===== src/kalman_trajectory_smoother_unit_assert.svh =====
// ----------------------------------------------------------------------------
// Assertion macros for the trajectory smoother
// Concurrent checks on one clock with a synchronous reset that disables them.
// ----------------------------------------------------------------------------
`ifndef KALMAN_TRAJECTORY_SMOOTHER_UNIT_ASSERT_SVH
`define KALMAN_TRAJECTORY_SMOOTHER_UNIT_ASSERT_SVH
`ifndef ASSERT_OFF
// prop must hold at every clock edge outside reset
`define KTS_ASSERT(label, clk, rst, prop) \
   label: assert property (@(posedge clk) disable iff (rst) (prop)) \
      else $error("kts assertion failed");
// cond must never be true outside reset
`define KTS_ASSERT_NEVER(label, clk, rst, cond) \
   label: assert property (@(posedge clk) disable iff (rst) !(cond)) \
      else $error("kts forbidden condition seen");
`else
`define KTS_ASSERT(label, clk, rst, prop)
`define KTS_ASSERT_NEVER(label, clk, rst, cond)
`endif
`endif


===== src/kts_pkg.sv =====
// ----------------------------------------------------------------------------
// kts_pkg
// Widths, constants, types and helpers shared by the trajectory smoother.
// ----------------------------------------------------------------------------
package kts_pkg;

   localparam int FRAC_BITS   = 16;
   localparam int WORD_W      = 32;
   localparam int PNOISE_W    = 16;
   localparam int MNOISE_W    = 24;
   localparam int LIMIT_W     = 31;
   localparam int AXES        = 3;

   // variance store: 2 integer bits
   localparam int VAR_W       = FRAC_BITS + 2;
   // gain in [0, 1.0]
   localparam int K_W         = FRAC_BITS + 1;
   localparam int DIVIDEND_W  = VAR_W + FRAC_BITS;
   localparam int DEN_W       = ((VAR_W > MNOISE_W) ? VAR_W : MNOISE_W) + 1;
   localparam int DIV_CNT_W   = $clog2(DIVIDEND_W);
   localparam int MAG_W       = WORD_W;
   localparam int RES_W       = MAG_W + 1;
   localparam int PROD_W      = MAG_W + K_W;
   localparam int MUL_CNT_W   = $clog2(K_W);
   localparam int EXT_W       = WORD_W + 3;

   localparam int CSR_INDEX_W = 2;
   localparam int CSR_DATA_W  = 32;

   localparam logic [CSR_INDEX_W-1:0] CSR_PROCESS_NOISE     = CSR_INDEX_W'(0);
   localparam logic [CSR_INDEX_W-1:0] CSR_MEASUREMENT_NOISE = CSR_INDEX_W'(1);
   localparam logic [CSR_INDEX_W-1:0] CSR_X_RESTART_LIMIT   = CSR_INDEX_W'(2);
   localparam logic [CSR_INDEX_W-1:0] CSR_Y_RESTART_LIMIT   = CSR_INDEX_W'(3);

   localparam int PNOISE_FULL = ((1 << FRAC_BITS) * 4 + 500) / 1000;
   localparam logic [PNOISE_W-1:0] PNOISE_RESET = PNOISE_W'(PNOISE_FULL);
   localparam logic [MNOISE_W-1:0] MNOISE_RESET = MNOISE_W'(1 << FRAC_BITS);
   localparam logic [LIMIT_W-1:0]  XLIMIT_RESET = LIMIT_W'(32 << FRAC_BITS);
   localparam logic [LIMIT_W-1:0]  YLIMIT_RESET = LIMIT_W'(24 << FRAC_BITS);

   localparam logic [VAR_W-1:0]  VAR_ONE    = VAR_W'(1) << FRAC_BITS;
   localparam logic [VAR_W-1:0]  VAR_MAX    = '1;
   localparam logic [K_W-1:0]    K_ONE      = K_W'(1) << FRAC_BITS;
   localparam logic [PROD_W-1:0] ROUND_HALF = PROD_W'(1) << (FRAC_BITS - 1);

   localparam logic signed [WORD_W-1:0] WORD_MAX = {1'b0, {(WORD_W-1){1'b1}}};
   localparam logic signed [WORD_W-1:0] WORD_MIN = {1'b1, {(WORD_W-1){1'b0}}};

   typedef enum logic [2:0] {
      ST_IDLE,
      ST_PREP,
      ST_DIVIDE,
      ST_DIFF,
      ST_MULTIPLY,
      ST_RESULT
   } kts_state_type;

   typedef enum logic [1:0] {
      AXIS_X,
      AXIS_Y,
      AXIS_ANGLE,
      AXIS_VAR
   } kts_axis_type;

   typedef struct packed {
      logic [PNOISE_W-1:0] process_noise;
      logic [MNOISE_W-1:0] measurement_noise;
      logic [LIMIT_W-1:0]  x_limit;
      logic [LIMIT_W-1:0]  y_limit;
   } kts_cfg_type;

   typedef struct packed {
      logic             start;
      logic [VAR_W-1:0] dividend;
      logic [DEN_W-1:0] divisor;
   } kts_div_req_type;

   typedef struct packed {
      logic           busy;
      logic           done;
      logic [K_W-1:0] quotient;
   } kts_div_rsp_type;

   typedef struct packed {
      logic             start;
      logic [MAG_W-1:0] mcand;
      logic [K_W-1:0]   mplier;
   } kts_mul_req_type;

   typedef struct packed {
      logic             busy;
      logic             done;
      logic [RES_W-1:0] product;
   } kts_mul_rsp_type;

   // clamp a wide signed value to the 32-bit range
   function automatic logic signed [WORD_W-1:0] sat_word(input logic signed [EXT_W-1:0] v);
      logic [EXT_W-WORD_W:0] top_bits;
      top_bits = v[EXT_W-1:WORD_W-1];
      if (top_bits == '0 || top_bits == '1) begin
         return v[WORD_W-1:0];
      end else if (v[EXT_W-1]) begin
         return WORD_MIN;
      end else begin
         return WORD_MAX;
      end
   endfunction

endpackage


===== src/kts_channels.sv =====
// ----------------------------------------------------------------------------
// Trajectory smoother channels
// Valid/ready interfaces for motion items, corrections and register writes.
// ----------------------------------------------------------------------------
interface kts_req_if;
   logic                              valid;
   logic                              ready;
   logic signed [kts_pkg::WORD_W-1:0] motion_x;
   logic signed [kts_pkg::WORD_W-1:0] motion_y;
   logic signed [kts_pkg::WORD_W-1:0] motion_angle;
   logic                              no_transform;

   modport source (output valid, motion_x, motion_y, motion_angle, no_transform,
                   input ready);
   modport sink (input valid, motion_x, motion_y, motion_angle, no_transform,
                 output ready);
endinterface

interface kts_rsp_if;
   logic                              valid;
   logic                              ready;
   logic signed [kts_pkg::WORD_W-1:0] correct_x;
   logic signed [kts_pkg::WORD_W-1:0] correct_y;
   logic signed [kts_pkg::WORD_W-1:0] correct_angle;
   logic                              restarted;

   modport source (output valid, correct_x, correct_y, correct_angle, restarted,
                   input ready);
   modport sink (input valid, correct_x, correct_y, correct_angle, restarted,
                 output ready);
endinterface

interface kts_csr_if;
   logic                                valid;
   logic                                ready;
   logic [kts_pkg::CSR_INDEX_W-1:0]     index;
   logic [kts_pkg::CSR_DATA_W-1:0]      data;

   modport source (output valid, index, data, input ready);
   modport sink (input valid, index, data, output ready);
endinterface


===== src/kts_csr.sv =====
// ----------------------------------------------------------------------------
// kts_csr
// Register file for noise variances and restart limits.
// ----------------------------------------------------------------------------
module kts_csr (
   input  logic                 clock,
   input  logic                 reset,
   kts_csr_if.sink              csr_chan,
   output kts_pkg::kts_cfg_type cfg
);

   kts_pkg::kts_cfg_type cfg_ff, cfg_in;

   assign csr_chan.ready = 1'b1;
   assign cfg = cfg_ff;

   always_comb begin
      cfg_in = cfg_ff;
      if (csr_chan.valid) begin
         case (csr_chan.index)
            kts_pkg::CSR_PROCESS_NOISE:
               cfg_in.process_noise = csr_chan.data[kts_pkg::PNOISE_W-1:0];
            kts_pkg::CSR_MEASUREMENT_NOISE:
               cfg_in.measurement_noise = csr_chan.data[kts_pkg::MNOISE_W-1:0];
            kts_pkg::CSR_X_RESTART_LIMIT:
               cfg_in.x_limit = csr_chan.data[kts_pkg::LIMIT_W-1:0];
            kts_pkg::CSR_Y_RESTART_LIMIT:
               cfg_in.y_limit = csr_chan.data[kts_pkg::LIMIT_W-1:0];
            default: cfg_in = cfg_ff;
         endcase
      end
   end

   always_ff @(posedge clock) begin
      if (reset) begin
         cfg_ff.process_noise     <= kts_pkg::PNOISE_RESET;
         cfg_ff.measurement_noise <= kts_pkg::MNOISE_RESET;
         cfg_ff.x_limit           <= kts_pkg::XLIMIT_RESET;
         cfg_ff.y_limit           <= kts_pkg::YLIMIT_RESET;
      end else begin
         cfg_ff <= cfg_in;
      end
   end

endmodule


===== src/kts_divider.sv =====
// ----------------------------------------------------------------------------
// kts_divider
// Bit-serial restoring divider: gain = (pp << FRAC_BITS) / (pp + R).
// ----------------------------------------------------------------------------
module kts_divider (
   input  logic                     clock,
   input  logic                     reset,
   input  kts_pkg::kts_div_req_type div_req,
   output kts_pkg::kts_div_rsp_type div_rsp
);

   logic                              busy_ff, busy_in;
   logic                              done_ff, done_in;
   logic [kts_pkg::DIV_CNT_W-1:0]     cnt_ff, cnt_in;
   logic [kts_pkg::DEN_W-1:0]         rem_ff, rem_in;
   logic [kts_pkg::DEN_W-1:0]         dsr_ff, dsr_in;
   logic [kts_pkg::DIVIDEND_W-1:0]    dvd_ff, dvd_in;
   logic [kts_pkg::K_W-1:0]           quot_ff, quot_in;
   logic [kts_pkg::DEN_W:0]           partial;
   logic [kts_pkg::DEN_W:0]           trial;

   assign partial = {rem_ff, dvd_ff[kts_pkg::DIVIDEND_W-1]};
   assign trial   = partial - {1'b0, dsr_ff};

   always_comb begin
      busy_in = busy_ff;
      done_in = 1'b0;
      cnt_in  = cnt_ff;
      rem_in  = rem_ff;
      dsr_in  = dsr_ff;
      dvd_in  = dvd_ff;
      quot_in = quot_ff;
      if (div_req.start) begin
         busy_in = 1'b1;
         cnt_in  = '0;
         rem_in  = '0;
         dsr_in  = div_req.divisor;
         dvd_in  = {div_req.dividend, {kts_pkg::FRAC_BITS{1'b0}}};
         quot_in = '0;
      end else if (busy_ff) begin
         dvd_in = {dvd_ff[kts_pkg::DIVIDEND_W-2:0], 1'b0};
         // keep the trial difference when it does not go negative
         if (!trial[kts_pkg::DEN_W]) begin
            rem_in  = trial[kts_pkg::DEN_W-1:0];
            quot_in = {quot_ff[kts_pkg::K_W-2:0], 1'b1};
         end else begin
            rem_in  = partial[kts_pkg::DEN_W-1:0];
            quot_in = {quot_ff[kts_pkg::K_W-2:0], 1'b0};
         end
         cnt_in = cnt_ff + 1'b1;
         if (cnt_ff == kts_pkg::DIV_CNT_W'(kts_pkg::DIVIDEND_W - 1)) begin
            busy_in = 1'b0;
            done_in = 1'b1;
         end
      end
   end

   always_ff @(posedge clock) begin
      if (reset) begin
         busy_ff <= 1'b0;
         done_ff <= 1'b0;
      end else begin
         busy_ff <= busy_in;
         done_ff <= done_in;
      end
   end

   always_ff @(posedge clock) begin
      cnt_ff  <= cnt_in;
      rem_ff  <= rem_in;
      dsr_ff  <= dsr_in;
      dvd_ff  <= dvd_in;
      quot_ff <= quot_in;
   end

   // a zero denominator gives zero gain
   assign div_rsp.busy     = busy_ff;
   assign div_rsp.done     = done_ff;
   assign div_rsp.quotient = (dsr_ff == '0) ? '0 : quot_ff;

endmodule


===== src/kts_multiplier.sv =====
// ----------------------------------------------------------------------------
// kts_multiplier
// Bit-serial shift-add multiplier with round-half-up scaling by FRAC_BITS.
// ----------------------------------------------------------------------------
module kts_multiplier (
   input  logic                     clock,
   input  logic                     reset,
   input  kts_pkg::kts_mul_req_type mul_req,
   output kts_pkg::kts_mul_rsp_type mul_rsp
);

   logic                          busy_ff, busy_in;
   logic                          rnd_ff, rnd_in;
   logic                          done_ff, done_in;
   logic [kts_pkg::MUL_CNT_W-1:0] cnt_ff, cnt_in;
   logic [kts_pkg::MAG_W-1:0]     mcand_ff, mcand_in;
   logic [kts_pkg::K_W-1:0]       mplier_ff, mplier_in;
   logic [kts_pkg::PROD_W-1:0]    acc_ff, acc_in;
   logic [kts_pkg::PROD_W-1:0]    addend;

   assign addend = mplier_ff[kts_pkg::K_W-1] ? kts_pkg::PROD_W'(mcand_ff) : '0;

   always_comb begin
      busy_in   = busy_ff;
      rnd_in    = rnd_ff;
      done_in   = 1'b0;
      cnt_in    = cnt_ff;
      mcand_in  = mcand_ff;
      mplier_in = mplier_ff;
      acc_in    = acc_ff;
      if (mul_req.start) begin
         busy_in   = 1'b1;
         rnd_in    = 1'b0;
         cnt_in    = '0;
         mcand_in  = mul_req.mcand;
         mplier_in = mul_req.mplier;
         acc_in    = '0;
      end else if (busy_ff && rnd_ff) begin
         acc_in  = acc_ff + kts_pkg::ROUND_HALF;
         busy_in = 1'b0;
         rnd_in  = 1'b0;
         done_in = 1'b1;
      end else if (busy_ff) begin
         // multiplier bits go MSB first
         acc_in    = {acc_ff[kts_pkg::PROD_W-2:0], 1'b0} + addend;
         mplier_in = {mplier_ff[kts_pkg::K_W-2:0], 1'b0};
         cnt_in    = cnt_ff + 1'b1;
         if (cnt_ff == kts_pkg::MUL_CNT_W'(kts_pkg::K_W - 1)) begin
            rnd_in = 1'b1;
         end
      end
   end

   always_ff @(posedge clock) begin
      if (reset) begin
         busy_ff <= 1'b0;
         rnd_ff  <= 1'b0;
         done_ff <= 1'b0;
      end else begin
         busy_ff <= busy_in;
         rnd_ff  <= rnd_in;
         done_ff <= done_in;
      end
   end

   always_ff @(posedge clock) begin
      cnt_ff    <= cnt_in;
      mcand_ff  <= mcand_in;
      mplier_ff <= mplier_in;
      acc_ff    <= acc_in;
   end

   assign mul_rsp.busy    = busy_ff;
   assign mul_rsp.done    = done_ff;
   assign mul_rsp.product = acc_ff[kts_pkg::FRAC_BITS +: kts_pkg::RES_W];

endmodule


===== src/kalman_trajectory_smoother_unit.sv =====
// ----------------------------------------------------------------------------
// kalman_trajectory_smoother_unit
// Scalar Kalman smoothing of a camera trajectory, one frame motion per item.
// ----------------------------------------------------------------------------
//  channel   direction  handshake          payload
//  req_chan  in         valid/ready        motion_x, motion_y, motion_angle,
//                                          no_transform
//  rsp_chan  out        valid/ready        correct_x, correct_y, correct_angle,
//                                          restarted
//  csr_chan  in         valid/ready        index, data (always ready)
//
//  A filtered frame's result comes from the gain divider (setup and handoff
//  included), then four multiplier passes (three axes and the variance), and
//  is then loaded into the output register. A restarting frame skips the
//  divider and multiplier and goes straight to the output register. req_chan
//  is ready again the cycle after the result loads; a stalled rsp_chan holds
//  the next result only. Synchronous reset clears the filter state.
// ----------------------------------------------------------------------------
`include "kalman_trajectory_smoother_unit_assert.svh"

module kalman_trajectory_smoother_unit (
   input  logic      clock,
   input  logic      reset,
   kts_req_if.sink   req_chan,
   kts_rsp_if.source rsp_chan,
   kts_csr_if.sink   csr_chan
);

   kts_pkg::kts_cfg_type     cfg;
   kts_pkg::kts_div_req_type div_req;
   kts_pkg::kts_div_rsp_type div_rsp;
   kts_pkg::kts_mul_req_type mul_req;
   kts_pkg::kts_mul_rsp_type mul_rsp;

   kts_pkg::kts_state_type state_ff, state_in;
   kts_pkg::kts_axis_type  axis_ff, axis_in;

   logic signed [kts_pkg::WORD_W-1:0] traj_ff [kts_pkg::AXES];
   logic signed [kts_pkg::WORD_W-1:0] traj_in [kts_pkg::AXES];
   logic signed [kts_pkg::WORD_W-1:0] est_ff  [kts_pkg::AXES];
   logic signed [kts_pkg::WORD_W-1:0] est_in  [kts_pkg::AXES];
   logic signed [kts_pkg::WORD_W-1:0] last_ff [kts_pkg::AXES];
   logic signed [kts_pkg::WORD_W-1:0] last_in [kts_pkg::AXES];
   logic signed [kts_pkg::WORD_W-1:0] corr_ff [kts_pkg::AXES];
   logic signed [kts_pkg::WORD_W-1:0] corr_in [kts_pkg::AXES];

   logic [kts_pkg::VAR_W-1:0] var_ff, var_in;
   logic [kts_pkg::VAR_W-1:0] pp_ff, pp_in;
   logic [kts_pkg::K_W-1:0]   k_ff, k_in;
   logic                      first_ff, first_in;
   logic                      restart_ff, restart_in;
   logic                      neg_ff, neg_in;
   logic                      rsp_restarted_ff, rsp_restarted_in;
   logic                      rsp_valid_ff, rsp_valid_in;

   logic                              accept;
   logic signed [kts_pkg::WORD_W-1:0] motion [kts_pkg::AXES];
   logic signed [kts_pkg::WORD_W-1:0] traj_sum [kts_pkg::AXES];
   logic signed [kts_pkg::WORD_W-1:0] corr_calc [kts_pkg::AXES];
   logic [kts_pkg::WORD_W-1:0]        abs_x, abs_y;
   logic                              over_x, over_y, restart_now;
   logic [kts_pkg::VAR_W:0]           pp_sum;
   logic [kts_pkg::VAR_W-1:0]         pp_calc;
   logic signed [kts_pkg::WORD_W-1:0] traj_sel, est_sel, est_upd;
   logic signed [kts_pkg::WORD_W:0]   diff_pos, diff_neg;
   logic signed [kts_pkg::EXT_W-1:0]  est_ext, delta_ext, est_sum;

   kts_csr u_csr (
      .clock    (clock),
      .reset    (reset),
      .csr_chan (csr_chan),
      .cfg      (cfg)
   );

   kts_divider u_divider (
      .clock   (clock),
      .reset   (reset),
      .div_req (div_req),
      .div_rsp (div_rsp)
   );

   kts_multiplier u_multiplier (
      .clock   (clock),
      .reset   (reset),
      .mul_req (mul_req),
      .mul_rsp (mul_rsp)
   );

   assign req_chan.ready = (state_ff == kts_pkg::ST_IDLE);
   assign accept         = req_chan.valid && req_chan.ready;

   // frame motion: fall back to the last good motion when none was found
   assign motion[0] = req_chan.no_transform ? last_ff[0] : req_chan.motion_x;
   assign motion[1] = req_chan.no_transform ? last_ff[1] : req_chan.motion_y;
   assign motion[2] = req_chan.no_transform ? last_ff[2] : req_chan.motion_angle;

   assign abs_x  = motion[0][kts_pkg::WORD_W-1] ? (~motion[0] + 1'b1) : motion[0];
   assign abs_y  = motion[1][kts_pkg::WORD_W-1] ? (~motion[1] + 1'b1) : motion[1];
   assign over_x = abs_x > kts_pkg::WORD_W'(cfg.x_limit);
   assign over_y = abs_y > kts_pkg::WORD_W'(cfg.y_limit);
   assign restart_now = first_ff || req_chan.no_transform || over_x || over_y;

   assign pp_sum  = (kts_pkg::VAR_W+1)'(var_ff) + (kts_pkg::VAR_W+1)'(cfg.process_noise);
   assign pp_calc = pp_sum[kts_pkg::VAR_W] ? kts_pkg::VAR_MAX : pp_sum[kts_pkg::VAR_W-1:0];

   always_comb begin
      for (int i = 0; i < kts_pkg::AXES; i++) begin
         traj_sum[i]  = kts_pkg::sat_word(kts_pkg::EXT_W'(traj_ff[i])
                                          + kts_pkg::EXT_W'(motion[i]));
         corr_calc[i] = kts_pkg::sat_word(kts_pkg::EXT_W'(est_ff[i])
                                          - kts_pkg::EXT_W'(traj_ff[i]));
      end
   end

   always_comb begin
      case (axis_ff)
         kts_pkg::AXIS_X: begin
            traj_sel = traj_ff[0];
            est_sel  = est_ff[0];
         end
         kts_pkg::AXIS_Y: begin
            traj_sel = traj_ff[1];
            est_sel  = est_ff[1];
         end
         kts_pkg::AXIS_ANGLE: begin
            traj_sel = traj_ff[2];
            est_sel  = est_ff[2];
         end
         default: begin
            traj_sel = '0;
            est_sel  = '0;
         end
      endcase
   end

   assign diff_pos  = (kts_pkg::WORD_W+1)'(traj_sel) - (kts_pkg::WORD_W+1)'(est_sel);
   assign diff_neg  = (kts_pkg::WORD_W+1)'(est_sel) - (kts_pkg::WORD_W+1)'(traj_sel);
   assign est_ext   = kts_pkg::EXT_W'(est_sel);
   assign delta_ext = kts_pkg::EXT_W'(mul_rsp.product);
   assign est_sum   = neg_ff ? (est_ext - delta_ext) : (est_ext + delta_ext);
   assign est_upd   = kts_pkg::sat_word(est_sum);

   always_comb begin
      state_in         = state_ff;
      axis_in          = axis_ff;
      traj_in          = traj_ff;
      est_in           = est_ff;
      last_in          = last_ff;
      corr_in          = corr_ff;
      var_in           = var_ff;
      pp_in            = pp_ff;
      k_in             = k_ff;
      first_in         = first_ff;
      restart_in       = restart_ff;
      neg_in           = neg_ff;
      rsp_restarted_in = rsp_restarted_ff;
      rsp_valid_in     = rsp_valid_ff && !rsp_chan.ready;
      div_req          = '0;
      mul_req          = '0;

      case (state_ff)
         kts_pkg::ST_IDLE: begin
            if (accept) begin
               first_in   = 1'b0;
               restart_in = restart_now;
               pp_in      = pp_calc;
               if (!req_chan.no_transform) begin
                  last_in = motion;
               end
               if (restart_now) begin
                  for (int i = 0; i < kts_pkg::AXES; i++) begin
                     traj_in[i] = '0;
                     est_in[i]  = '0;
                  end
                  var_in   = kts_pkg::VAR_ONE;
                  state_in = kts_pkg::ST_RESULT;
               end else begin
                  traj_in  = traj_sum;
                  state_in = kts_pkg::ST_PREP;
               end
            end
         end
         kts_pkg::ST_PREP: begin
            div_req.start    = 1'b1;
            div_req.dividend = pp_ff;
            div_req.divisor  = kts_pkg::DEN_W'(pp_ff)
                               + kts_pkg::DEN_W'(cfg.measurement_noise);
            state_in         = kts_pkg::ST_DIVIDE;
         end
         kts_pkg::ST_DIVIDE: begin
            if (div_rsp.done) begin
               k_in     = div_rsp.quotient;
               axis_in  = kts_pkg::AXIS_X;
               state_in = kts_pkg::ST_DIFF;
            end
         end
         kts_pkg::ST_DIFF: begin
            mul_req.start = 1'b1;
            if (axis_ff == kts_pkg::AXIS_VAR) begin
               mul_req.mcand  = kts_pkg::MAG_W'(pp_ff);
               mul_req.mplier = kts_pkg::K_ONE - k_ff;
               neg_in         = 1'b0;
            end else begin
               // work on the magnitude of trajectory minus estimate
               neg_in         = diff_pos[kts_pkg::WORD_W];
               mul_req.mcand  = diff_pos[kts_pkg::WORD_W] ? diff_neg[kts_pkg::WORD_W-1:0]
                                                          : diff_pos[kts_pkg::WORD_W-1:0];
               mul_req.mplier = k_ff;
            end
            state_in = kts_pkg::ST_MULTIPLY;
         end
         kts_pkg::ST_MULTIPLY: begin
            if (mul_rsp.done) begin
               case (axis_ff)
                  kts_pkg::AXIS_X: begin
                     est_in[0] = est_upd;
                     axis_in   = kts_pkg::AXIS_Y;
                     state_in  = kts_pkg::ST_DIFF;
                  end
                  kts_pkg::AXIS_Y: begin
                     est_in[1] = est_upd;
                     axis_in   = kts_pkg::AXIS_ANGLE;
                     state_in  = kts_pkg::ST_DIFF;
                  end
                  kts_pkg::AXIS_ANGLE: begin
                     est_in[2] = est_upd;
                     axis_in   = kts_pkg::AXIS_VAR;
                     state_in  = kts_pkg::ST_DIFF;
                  end
                  default: begin
                     if (mul_rsp.product > kts_pkg::RES_W'(kts_pkg::VAR_MAX)) begin
                        var_in = kts_pkg::VAR_MAX;
                     end else begin
                        var_in = mul_rsp.product[kts_pkg::VAR_W-1:0];
                     end
                     state_in = kts_pkg::ST_RESULT;
                  end
               endcase
            end
         end
         kts_pkg::ST_RESULT: begin
            // hold until the output register is free
            if (!rsp_valid_ff || rsp_chan.ready) begin
               corr_in          = corr_calc;
               rsp_restarted_in = restart_ff;
               rsp_valid_in     = 1'b1;
               state_in         = kts_pkg::ST_IDLE;
            end
         end
         default: state_in = kts_pkg::ST_IDLE;
      endcase
   end

   always_ff @(posedge clock) begin
      if (reset) begin
         state_ff     <= kts_pkg::ST_IDLE;
         axis_ff      <= kts_pkg::AXIS_X;
         rsp_valid_ff <= 1'b0;
         first_ff     <= 1'b1;
         var_ff       <= kts_pkg::VAR_ONE;
         for (int i = 0; i < kts_pkg::AXES; i++) begin
            traj_ff[i] <= '0;
            est_ff[i]  <= '0;
            last_ff[i] <= '0;
         end
      end else begin
         state_ff     <= state_in;
         axis_ff      <= axis_in;
         rsp_valid_ff <= rsp_valid_in;
         first_ff     <= first_in;
         var_ff       <= var_in;
         traj_ff      <= traj_in;
         est_ff       <= est_in;
         last_ff      <= last_in;
      end
   end

   always_ff @(posedge clock) begin
      pp_ff            <= pp_in;
      k_ff             <= k_in;
      restart_ff       <= restart_in;
      neg_ff           <= neg_in;
      corr_ff          <= corr_in;
      rsp_restarted_ff <= rsp_restarted_in;
   end

   assign rsp_chan.valid         = rsp_valid_ff;
   assign rsp_chan.correct_x     = corr_ff[0];
   assign rsp_chan.correct_y     = corr_ff[1];
   assign rsp_chan.correct_angle = corr_ff[2];
   assign rsp_chan.restarted     = rsp_restarted_ff;

   `KTS_ASSERT_NEVER(a_units_exclusive, clock, reset, div_rsp.busy && mul_rsp.busy)
   `KTS_ASSERT(a_gain_bounded, clock, reset,
      (state_ff == kts_pkg::ST_DIFF) |-> (k_ff <= kts_pkg::K_ONE))
   `KTS_ASSERT(a_restart_clears, clock, reset,
      (accept && restart_now) |=> (state_ff == kts_pkg::ST_RESULT
         && var_ff == kts_pkg::VAR_ONE && traj_ff[0] == '0
         && traj_ff[1] == '0 && traj_ff[2] == '0))
   `KTS_ASSERT(a_result_waits, clock, reset,
      (state_ff == kts_pkg::ST_RESULT && rsp_valid_ff && !rsp_chan.ready)
         |=> (state_ff == kts_pkg::ST_RESULT))

endmodule

===== src/flat_wrapper.sv =====
// flat-port wrapper written by rule: the top's interface ports become plain ports
module kalman_trajectory_smoother_unit_flat 
  (clock, reset, req_chan_valid, req_chan_motion_x, req_chan_motion_y, req_chan_motion_angle, req_chan_no_transform, req_chan_ready, rsp_chan_valid, rsp_chan_correct_x, rsp_chan_correct_y, rsp_chan_correct_angle, rsp_chan_restarted, rsp_chan_ready, csr_chan_valid, csr_chan_index, csr_chan_data, csr_chan_ready);
  kts_req_if req_chan_i ();
  kts_rsp_if rsp_chan_i ();
  kts_csr_if csr_chan_i ();
  input  logic clock;
  input  logic reset;
  input wire logic [$bits(req_chan_i.valid)-1:0] req_chan_valid;
  input wire logic [$bits(req_chan_i.motion_x)-1:0] req_chan_motion_x;
  input wire logic [$bits(req_chan_i.motion_y)-1:0] req_chan_motion_y;
  input wire logic [$bits(req_chan_i.motion_angle)-1:0] req_chan_motion_angle;
  input wire logic [$bits(req_chan_i.no_transform)-1:0] req_chan_no_transform;
  output wire logic [$bits(req_chan_i.ready)-1:0] req_chan_ready;
  output wire logic [$bits(rsp_chan_i.valid)-1:0] rsp_chan_valid;
  output wire logic [$bits(rsp_chan_i.correct_x)-1:0] rsp_chan_correct_x;
  output wire logic [$bits(rsp_chan_i.correct_y)-1:0] rsp_chan_correct_y;
  output wire logic [$bits(rsp_chan_i.correct_angle)-1:0] rsp_chan_correct_angle;
  output wire logic [$bits(rsp_chan_i.restarted)-1:0] rsp_chan_restarted;
  input wire logic [$bits(rsp_chan_i.ready)-1:0] rsp_chan_ready;
  input wire logic [$bits(csr_chan_i.valid)-1:0] csr_chan_valid;
  input wire logic [$bits(csr_chan_i.index)-1:0] csr_chan_index;
  input wire logic [$bits(csr_chan_i.data)-1:0] csr_chan_data;
  output wire logic [$bits(csr_chan_i.ready)-1:0] csr_chan_ready;
  assign req_chan_i.valid = req_chan_valid;
  assign req_chan_i.motion_x = req_chan_motion_x;
  assign req_chan_i.motion_y = req_chan_motion_y;
  assign req_chan_i.motion_angle = req_chan_motion_angle;
  assign req_chan_i.no_transform = req_chan_no_transform;
  assign req_chan_ready = req_chan_i.ready;
  assign rsp_chan_valid = rsp_chan_i.valid;
  assign rsp_chan_correct_x = rsp_chan_i.correct_x;
  assign rsp_chan_correct_y = rsp_chan_i.correct_y;
  assign rsp_chan_correct_angle = rsp_chan_i.correct_angle;
  assign rsp_chan_restarted = rsp_chan_i.restarted;
  assign rsp_chan_i.ready = rsp_chan_ready;
  assign csr_chan_i.valid = csr_chan_valid;
  assign csr_chan_i.index = csr_chan_index;
  assign csr_chan_i.data = csr_chan_data;
  assign csr_chan_ready = csr_chan_i.ready;
  kalman_trajectory_smoother_unit u_core (.clock(clock), .reset(reset), .req_chan(req_chan_i), .rsp_chan(rsp_chan_i), .csr_chan(csr_chan_i));
endmodule

===== config.mk =====
export PLATFORM = sky130hd
export DESIGN_NAME = kalman_trajectory_smoother_unit_flat
export DESIGN_NICKNAME = d
export VERILOG_FILES = /design/src/kts_pkg.sv /design/src/kts_channels.sv /design/src/kts_csr.sv /design/src/kts_divider.sv /design/src/kts_multiplier.sv /design/src/kalman_trajectory_smoother_unit.sv /design/src/flat_wrapper.sv
export VERILOG_INCLUDE_DIRS = /design/src /design/src/src
export SDC_FILE = /design/constraint.sdc
export NUM_CORES = 2
export LEC_CHECK = 0
export BUFFER_PORTS_ARGS = -buffer_cell sky130_fd_sc_hd__buf_2
export CAP_MARGIN = 40
export CORE_UTILIZATION = 60
export CTS_CLUSTER_SIZE = 20
export DETAILED_ROUTE_END_ITERATION = 10
export PLACE_DENSITY = 0.78
export SYNTH_ARGS = -nofsm -noshare
export SYNTH_HDL_FRONTEND = slang
export SYNTH_SLANG_ARGS = --single-unit

===== constraint.sdc =====
create_clock -name clock -period 8 [get_ports clock]
set_input_delay 0.4 -clock clock [delete_from_list [all_inputs] [get_ports clock]]
set_output_delay 0.4 -clock clock [all_outputs]
set_load 0.005 [all_outputs]

# Word level (Yosys, flattened, before mapping)
# Index checks and enable logic that the tools add are counted.
dict set report word_totals {
  latch_bits 0
  ff_bits 748
  n_memories 0
  mem_bits_rw 0
  rom_bits 0
  in_bits 136
  word_cells 226
}
dict set report op_classes {
  mux 70
  magnitude_cmp 3
  n_bitwise 6
  addsub 20
  n_shift 0
  eq_ne 31
  mul 0
  n_reduce_logical 55
  div_mod_pow 0
}
# op count
set ops {}
lappend ops {{2-to-1 mux 32 bit} 24}
lappend ops {{2-to-1 mux 96 bit} 4}
lappend ops {{case mux 32 bit (3 select lines)} 2}
lappend ops {{case mux 96 bit (2 select lines)} 1}
lappend ops {{2-to-1 mux 49 bit} 3}
lappend ops {{subtractor 32 x 32 -> 33 bit} 4}
lappend ops {{adder 32 x 32 -> 33 bit} 3}
lappend ops {{2-to-1 mux 18 bit} 5}
lappend ops {{2-to-1 mux 34 bit} 2}
lappend ops {{adder 32 x 1 -> 32 bit, second input constant} 2}
lappend ops {{greater-than comparator 32 x 31 -> 1 bit} 2}
lappend ops {{NOT 32 bit} 2}
lappend ops {{2-to-1 mux 17 bit} 3}
lappend ops {{2-to-1 mux 50 bit} 1}
lappend ops {{adder 49 x 16 -> 49 bit, second input constant} 1}
lappend ops {{adder 49 bit} 1}
lappend ops {{2-to-1 mux 44 bit} 1}
lappend ops {{case mux 18 bit (2 select lines)} 1}
lappend ops {{adder 32 x 34 -> 35 bit} 1}
lappend ops {{2-to-1 mux 35 bit} 1}
lappend ops {{subtractor 32 x 34 -> 35 bit} 1}
lappend ops {{greater-than comparator 33 x 18 -> 1 bit, second input constant} 1}
lappend ops {{subtractor 32 bit} 1}
lappend ops {{equality test 4 bit, second input constant} 7}
lappend ops {{38 further kinds} 111}

# Logic depth before layout (Yosys ltp)
dict set report depth {
  depth_word 10
  depth_mapped 32
  mapped_depth_nobuf 22
}

# By module
# From an unflattened synthesis, not the netlist that was laid out.
dict set report unflattened {
  hier_cells 6945
  hier_area_um2 56869.5
}
# module cells_each n_inst area_each_um2
set by_module_without_submodules {}
lappend by_module_without_submodules {kalman_trajectory_smoother_unit 5237 1 40452.5}
lappend by_module_without_submodules {kts_multiplier 805 1 7070.5}
lappend by_module_without_submodules {kts_divider 524 1 5242.5}
lappend by_module_without_submodules {kts_csr 379 1 4103.9}

# Worst setup path before layout
# Ideal clock, no wire load.
dict set report synth_path {
  path_type {input to register}
  from {input req_chan_no_transform}
  to {register u_core.est_ff[7] in the netlist's numbering}
  arrival_ns 6.464
  path_buffers 10
  t_required_ns 7.883
  path_stages 32
  setup_time_ns 0.117
  path_slack_ns 1.419
  cell_sequence {buf_4 buf_4 buf_4 buf_6 clkbuf_1 buf_2 buf_2 buf_1 buf_1 mux2i_1 ha_1 nand2_1 or3_1 nor2_1 o21ai_0 nor2_1 nand2_1 nor2_1 a31oi_1 xor2_1 ha_1 nand4_1 nor4_1 and3_1 a211oi_1 a32o_1 nand3_4 a21oi_2 nor3_4 a21oi_2 buf_6 a22o_1}
}
dict set report synth_between {
  elab_chain_cells 9
  word_cells_on_any_way 15
}
# item line_no
set synth_lines {}
lappend synth_lines {{start: declaration} flat_wrapper.sv:13} ;# input wire logic [$bits(req_chan_i.no_transform)-1:0] req_chan_no_transform;
lappend synth_lines {{2-to-1 mux 32 bit} kalman_trajectory_smoother_unit.sv:93} ;# assign motion[0] = req_chan.no_transform ? last_ff[0] : req_chan.motion_x;
lappend synth_lines {{NOT 32 bit} kalman_trajectory_smoother_unit.sv:97} ;# assign abs_x = motion[0][kts_pkg::WORD_W-1] ? (~motion[0] + 1'b1) : motion[0];
lappend synth_lines {{adder 32 x 1 -> 32 bit} kalman_trajectory_smoother_unit.sv:97}
lappend synth_lines {{2-to-1 mux 32 bit} kalman_trajectory_smoother_unit.sv:97}
lappend synth_lines {{greater-than comparator 32 x 31 -> 1 bit} kalman_trajectory_smoother_unit.sv:99} ;# assign over_x = abs_x > kts_pkg::WORD_W'(cfg.x_limit);
lappend synth_lines {{logical OR 1 bit} kalman_trajectory_smoother_unit.sv:101} ;# assign restart_now = first_ff || req_chan.no_transform || over_x || over_y;
lappend synth_lines {{logical OR 1 bit (*)} kalman_trajectory_smoother_unit.sv:101}
lappend synth_lines {{via u_core.restart_now} kalman_trajectory_smoother_unit.sv:61} ;# logic over_x, over_y, restart_now;
lappend synth_lines {{inequality test 2 bit (no source line) (*)} -}
lappend synth_lines {{AND reduction 5 bit (no source line) (*)} -}
lappend synth_lines {{end signal: assignment} kalman_trajectory_smoother_unit.sv:273} ;# est_ff <= est_in;
lappend synth_lines {{end: declaration} kalman_trajectory_smoother_unit.sv:40} ;# logic signed [kts_pkg::WORD_W-1:0] est_ff [kts_pkg::AXES];
# Mark *: on every way through the listed nets, which the timed path passes. The rest lies on a longest branch.
# A chain may end at the register's enable or synchronous reset.

# Final worst setup path
dict set report layout_path {
  from {register u_core.u_multiplier.acc_ff[18] in the netlist's numbering}
  to {register u_core.est_ff[55] in the netlist's numbering}
}
dict set report layout_between {
  elab_chain_cells 8
  word_cells_on_any_way 11
}
# item line_no
set layout_lines {}
lappend layout_lines {{start: declaration} kts_multiplier.sv:18} ;# logic [kts_pkg::PROD_W-1:0] acc_ff, acc_in;
lappend layout_lines {{start signal: assignment} kts_multiplier.sv:70} ;# acc_ff <= acc_in;
lappend layout_lines {{adder 32 x 34 -> 35 bit / subtractor 32 x 34 -> 35 bit (equally long branches)} kalman_trajectory_smoother_unit.sv:140} ;# assign est_sum = neg_ff ? (est_ext - delta_ext) : (est_ext + delta_ext);
lappend layout_lines {{2-to-1 mux 35 bit (*)} kalman_trajectory_smoother_unit.sv:140}
lappend layout_lines {{equality test 4 bit / logical NOT 4 bit (equally long branches)} kts_pkg.sv:100} ;# if (top_bits == '0 || top_bits == '1) begin
lappend layout_lines {{logical OR 1 bit} kts_pkg.sv:100}
lappend layout_lines {{2-to-1 mux 32 bit (*)} kts_pkg.sv:100}
lappend layout_lines {{2-to-1 mux 32 bit (*)} kalman_trajectory_smoother_unit.sv:214} ;# case (axis_ff)
lappend layout_lines {{2-to-1 mux 96 bit (*)} kalman_trajectory_smoother_unit.sv:213} ;# if (mul_rsp.done) begin
lappend layout_lines {{case mux 96 bit (2 select lines) (*)} kalman_trajectory_smoother_unit.sv:161} ;# case (state_ff)
# Mark *: on every way between the ends. The rest lies on a longest branch, timed or not. The select of a mux whose other input is x is not followed.

==> impl_summary.md <==
Outcome
The run finished, with violations left. The final reports fail on design-rule violations.

Pwr
The switching component of the power is 4.35 mW. Net switching is 34.9% of the power. The static leakage is 25.7 nW. The clock network accounts for 32.6% of the total power.

The relative contribution of combinational cells to total power is 29.6%. Across the VDD grid, the largest voltage drop is 0.180 mV. The sequential cell fraction of total power is 37.8%.

In this run the power density over the cells is 209 nW/um^2. Cell internal power was estimated by the tool at 8.11 mW.

Placed design
The count of buffers added on input and output ports is 233. The HPWL after detailed placement is 132,000 um. The final RePlAce weighted congestion is 1.01. Before CTS, the worst setup slack after placement is 1.40 ns.

Yosys
Counting distinct cell types in the post-synthesis netlist gives 103. The most frequent cell after synthesis is sky130_fd_sc_hd__nand2_1. Synthesis produced 6,686 cells. The per-instance average area after synthesis is 8.05 um^2. For this run, the number of Yosys warnings is 0. Counting flops and latches in the post-synthesis netlist gives 748. By count the netlist is led by sky130_fd_sc_hd__nand2_1 (1,093), sky130_fd_sc_hd__a21oi_1 (746), sky130_fd_sc_hd__dfxtp_1 (522).

The synthesized design spends more area on one cell type than any other, namely sky130_fd_sc_hd__dfxtp_1. After synthesis, the share of flip-flops with an asynchronous set or reset is 0%. The dominant synthesized flop cell is sky130_fd_sc_hd__dfxtp_1. The mapped netlist covers 53,800 um^2. The number of flops mapped to enable cells by yosys is 226. By area the synthesized netlist is led by sky130_fd_sc_hd__dfxtp_1 (19%), sky130_fd_sc_hd__edfxtp_1 (13%), sky130_fd_sc_hd__ha_1 (11%), sky130_fd_sc_hd__nand2_1 (7.6%), sky130_fd_sc_hd__a21oi_1 (6.9%). For this run, the register share of the synthesized area comes to 32.0%. Of the post-synthesis cell area, the dominant cell type holds 19.4%. The number of nets in the synthesized netlist is 7,292.

CTS
The TritonCTS buffer count is 86. After clock tree synthesis, the clock-pin slew on the worst setup and hold paths is 0.06 ns. The latest clock arrival within the worst-skew pair is 0.69 ns. The count of hold-fix buffers inserted at cts is 97.

The H-tree generated during clock tree synthesis spans 3 levels. The maximum buffer depth of the clock tree is 3. The TritonCTS clock tree is yes. The tree built by TritonCTS fans out to 748 sinks. The post-cts repair resize count is 0.

The post-CTS setup-driven buffer insertion count is 0. The master cell of the clock root buffer is sky130_fd_sc_hd__clkbuf_16.

Min path
The startpoint of the most critical hold path is req_chan_motion_angle[4]. The worst hold path belongs to the class input pin to register.

Drt
The via total after detailed routing is 50.3k. The routed wire length per instance is 21.6 um. The total wirelength of the detailed-routed design is 175,000 um. The detail route stage leaves a number of antenna-violating nets equal to 0. The first-pass iteration count of the detailed router is 11.

In this run, the number of DRC markers left after iteration 0 of detailed routing was 4,938. In the routed design, unresolved DRC markers number 4. Using the TritonRoute via totals, the vias-per-cell ratio works out to 6.22.

Floorplan
The top-level port count is 236. After floorplanning, the core was sized to cover 88,600 um^2. The die span in y is 301 um. From left edge to right edge, the die measures 301 um. The site row count is 109.

The initial utilization of the core area, before any placement, comes to 60.7%. The area of the die is 90,900 um^2.

Layout
The layout cell share with drive strength beyond 1 is 9.49%. The relative area change from synthesis to final layout is 10.8%. The count of nets after finishing is 7,456. The count of filler cells inserted in the layout is 7,362. The final standard cell utilization of the core is 67.3%.

STA
After routing, the total negative slack on setup checks comes to 0 ns. Setup violations remaining at the end of the flow were counted as 0. Across all setup checks in the final design, the least slack found is 1.39 ns. Setup repair after global routing left no endpoint under its margin. The clock arrives with 0.0169 ns of skew. The final cycle utilization of the critical path is 82.7%. The slew at the pin closest to its max-slew limit is 0.979 ns. The worst path in the final design needs a cycle of 6.61 ns, including I/O delays and setup. For this run, the top clock speed supported by timing is 151 MHz. The total count of hold-check failures in the final report is 0. On the final layout, the worst hold slack is 0.0194 ns. Headroom to the max-slew limit came out at 34.5%. The final count of pins violating max slew is 0.

Setup path
The slowest stage of the critical path belongs to the cell sky130_fd_sc_hd__or4_4. The arrival time of the worst setup path is 7.22 ns. The critical register-to-register path startpoint is u_core.u_multiplier.acc_ff[18]$_SDFFE_PP0P_. Along the worst path, the maximum fanout reaches 28. The worst setup path is captured at a register. The worst setup path is of the register to register kind. The signal on the critical path passes through or4_4 -> nor4_4 -> and3b_2 -> and3b_1 -> nor3b_1 -> a21oi_1 -> xnor2_1 -> ha_1 -> a21o_1 -> a21o_1 -> a21oi_1 -> o21ai_0 -> a31oi_1 -> mux2_2 -> nor4_2 -> nand3_1 -> a211oi_4 -> nand2_4 -> o2bb2ai_1. The delay of the slowest cell on the worst path is 0.63 ns.

At the worst endpoint, the required time is 8.60 ns. STA classifies the critical path startpoint as a register. Tracing the worst setup path back leads to its startpoint at u_core.u_multiplier.acc_ff[18]$_SDFFE_PP0P_.

Flow run
Max-cap violations in this run came to 0.

Global routing
The initial antenna violation count is 3. Entering global routing, the biggest net connects 174 pins. Global routing used 37.5% of the available tracks across all layers. The first global-routing pass estimated 265,000 um of wire. The total global routing overflow is 0. The number of global-route vias before repair came to 46.5k.
[kinds of logic (layout without fill, tap and decap cells)]
kind of cell    count (synthesis)  in the layout  synth area share (%)
simple gates                 2185           2185                  18.3
compound gates               1961           1961                  22.6
flops                         748            748                  32.0
buf+inv                       700            938                  5.18
fa+ha+maj                     493            493                  11.5
xor+xnor                      428            428                  6.99
mux                           170            170                  3.36
other cells                     1              3               0.00697
[cells in the final DEF (no fill, tap or decap), types with 81 or more instances in the layout]
master	n
sky130_fd_sc_hd__edfxtp_1	226
sky130_fd_sc_hd__nor3_1	114
sky130_fd_sc_hd__o2bb2ai_1	85
sky130_fd_sc_hd__xor2_1	140
sky130_fd_sc_hd__nand2_1	1090
sky130_fd_sc_hd__o21ai_0	397
sky130_fd_sc_hd__buf_2	231
sky130_fd_sc_hd__nand3_1	81
sky130_fd_sc_hd__a21o_1	212
sky130_fd_sc_hd__a21oi_1	745
sky130_fd_sc_hd__mux2i_1	91
sky130_fd_sc_hd__inv_1	384
sky130_fd_sc_hd__clkbuf_16	89
sky130_fd_sc_hd__dfxtp_1	521
sky130_fd_sc_hd__nor2_1	444
sky130_fd_sc_hd__ha_1	453
sky130_fd_sc_hd__xnor2_1	283
sky130_fd_sc_hd__dlygate4sd3_1	97
[routing by layer]
metal	track usage, %	wire length [um]	share of wire (%)
met1	50.0	73000	42
met2	57.0	75100	43
met3	6.65	15500	8.8
met4	21.2	11500	6.6
met5	0	40	0.023
[layout make-up]
class | instances | area (um^2) | share of cell area [%]
Clock inverter | 50 | 502 | 0.841
Clock buffer | 112 | 2360 | 3.96
Sequential cell | 748 | 17200 | 28.9
Antenna cell | 2 | 5.00 | 0.00839
Timing Repair Buffer | 390 | 2720 | 4.56
Multi-Input combinational cell | 5238 | 33900 | 56.9
Inverter | 386 | 1450 | 2.43
Tap cell | 1165 | 1460 | 2.44
[sequential cells by signal, indices dropped and copies added, names as in the netlist, 17 cells and up]
register	flops
u_core.u_multiplier.acc_ff	49
u_core.rsp_chan.correct_angle	32
u_core.u_divider.dsr_ff	25
u_core.pp_ff	18
u_core.traj_ff	96
u_core.k_ff	17
u_core.rsp_chan.correct_x	32
u_core.u_csr.cfg	102
u_core.rsp_chan.correct_y	32
u_core.last_ff	96
u_core.var_ff	18
u_core.u_divider.rem_ff	25
u_core.u_divider.quot_ff	17
u_core.est_ff	96
u_core.u_multiplier.mcand_ff	32
u_core.u_multiplier.mplier_ff	17
u_core.u_divider.dvd_ff	18
[final timing paths]
path | endpoint | cells after the start | slack, ns
setup / recovery | u_core.est_ff[55]$_SDFFE_PP0P_ | 19 | 1.39
hold / removal | u_core.last_ff[4]$_SDFFE_PP0P_ | 3 | 0.02
setup reg to reg | u_core.est_ff[55]$_SDFFE_PP0P_ | 19 | 1.39
hold reg to reg | u_core.rsp_chan.restarted$_DFFE_PP_ | 0 | 0.42
[power groups by stage]
stage	combinational, mW	clock [mW]	sequential [mW]
final	3.69	4.06	4.71
after global routing	4.04	4.24	4.74
after CTS	3.61	4.08	4.69
after detailed placement	3.54	0	4.76
after global placement	3.42	0	4.75
after floorplan	2.83	0	4.50
[worst max-delay path, delay by kind of cell, from the launching register on]
| family | cells | cell delay (ns) |
|---|---|---|
| AOI/OAI and AO/OA | 8 | 2.01 |
| xor gates and xnor gates | 1 | 0.27 |
| adders and majority gates | 1 | 0.39 |
| DFF | 1 | 0.47 |
| muxes | 1 | 0.39 |
| and+or+nand+nor | 8 | 2.98 |
[metrics by stage]
stage / area (um^2) / power [mW] / cells
finish: 59700 / 12.5 / 8091
global route: 59600 / 13.0 / 8089
CTS: 59600 / 12.4 / 8088
detailed placement: 55800 / 8.30 / 7829
global placement: 55600 / 8.17 / 7818
floorplan: 53800 / 7.33 / 6686
No activity file was read; power rests on OpenSTA's default activity.
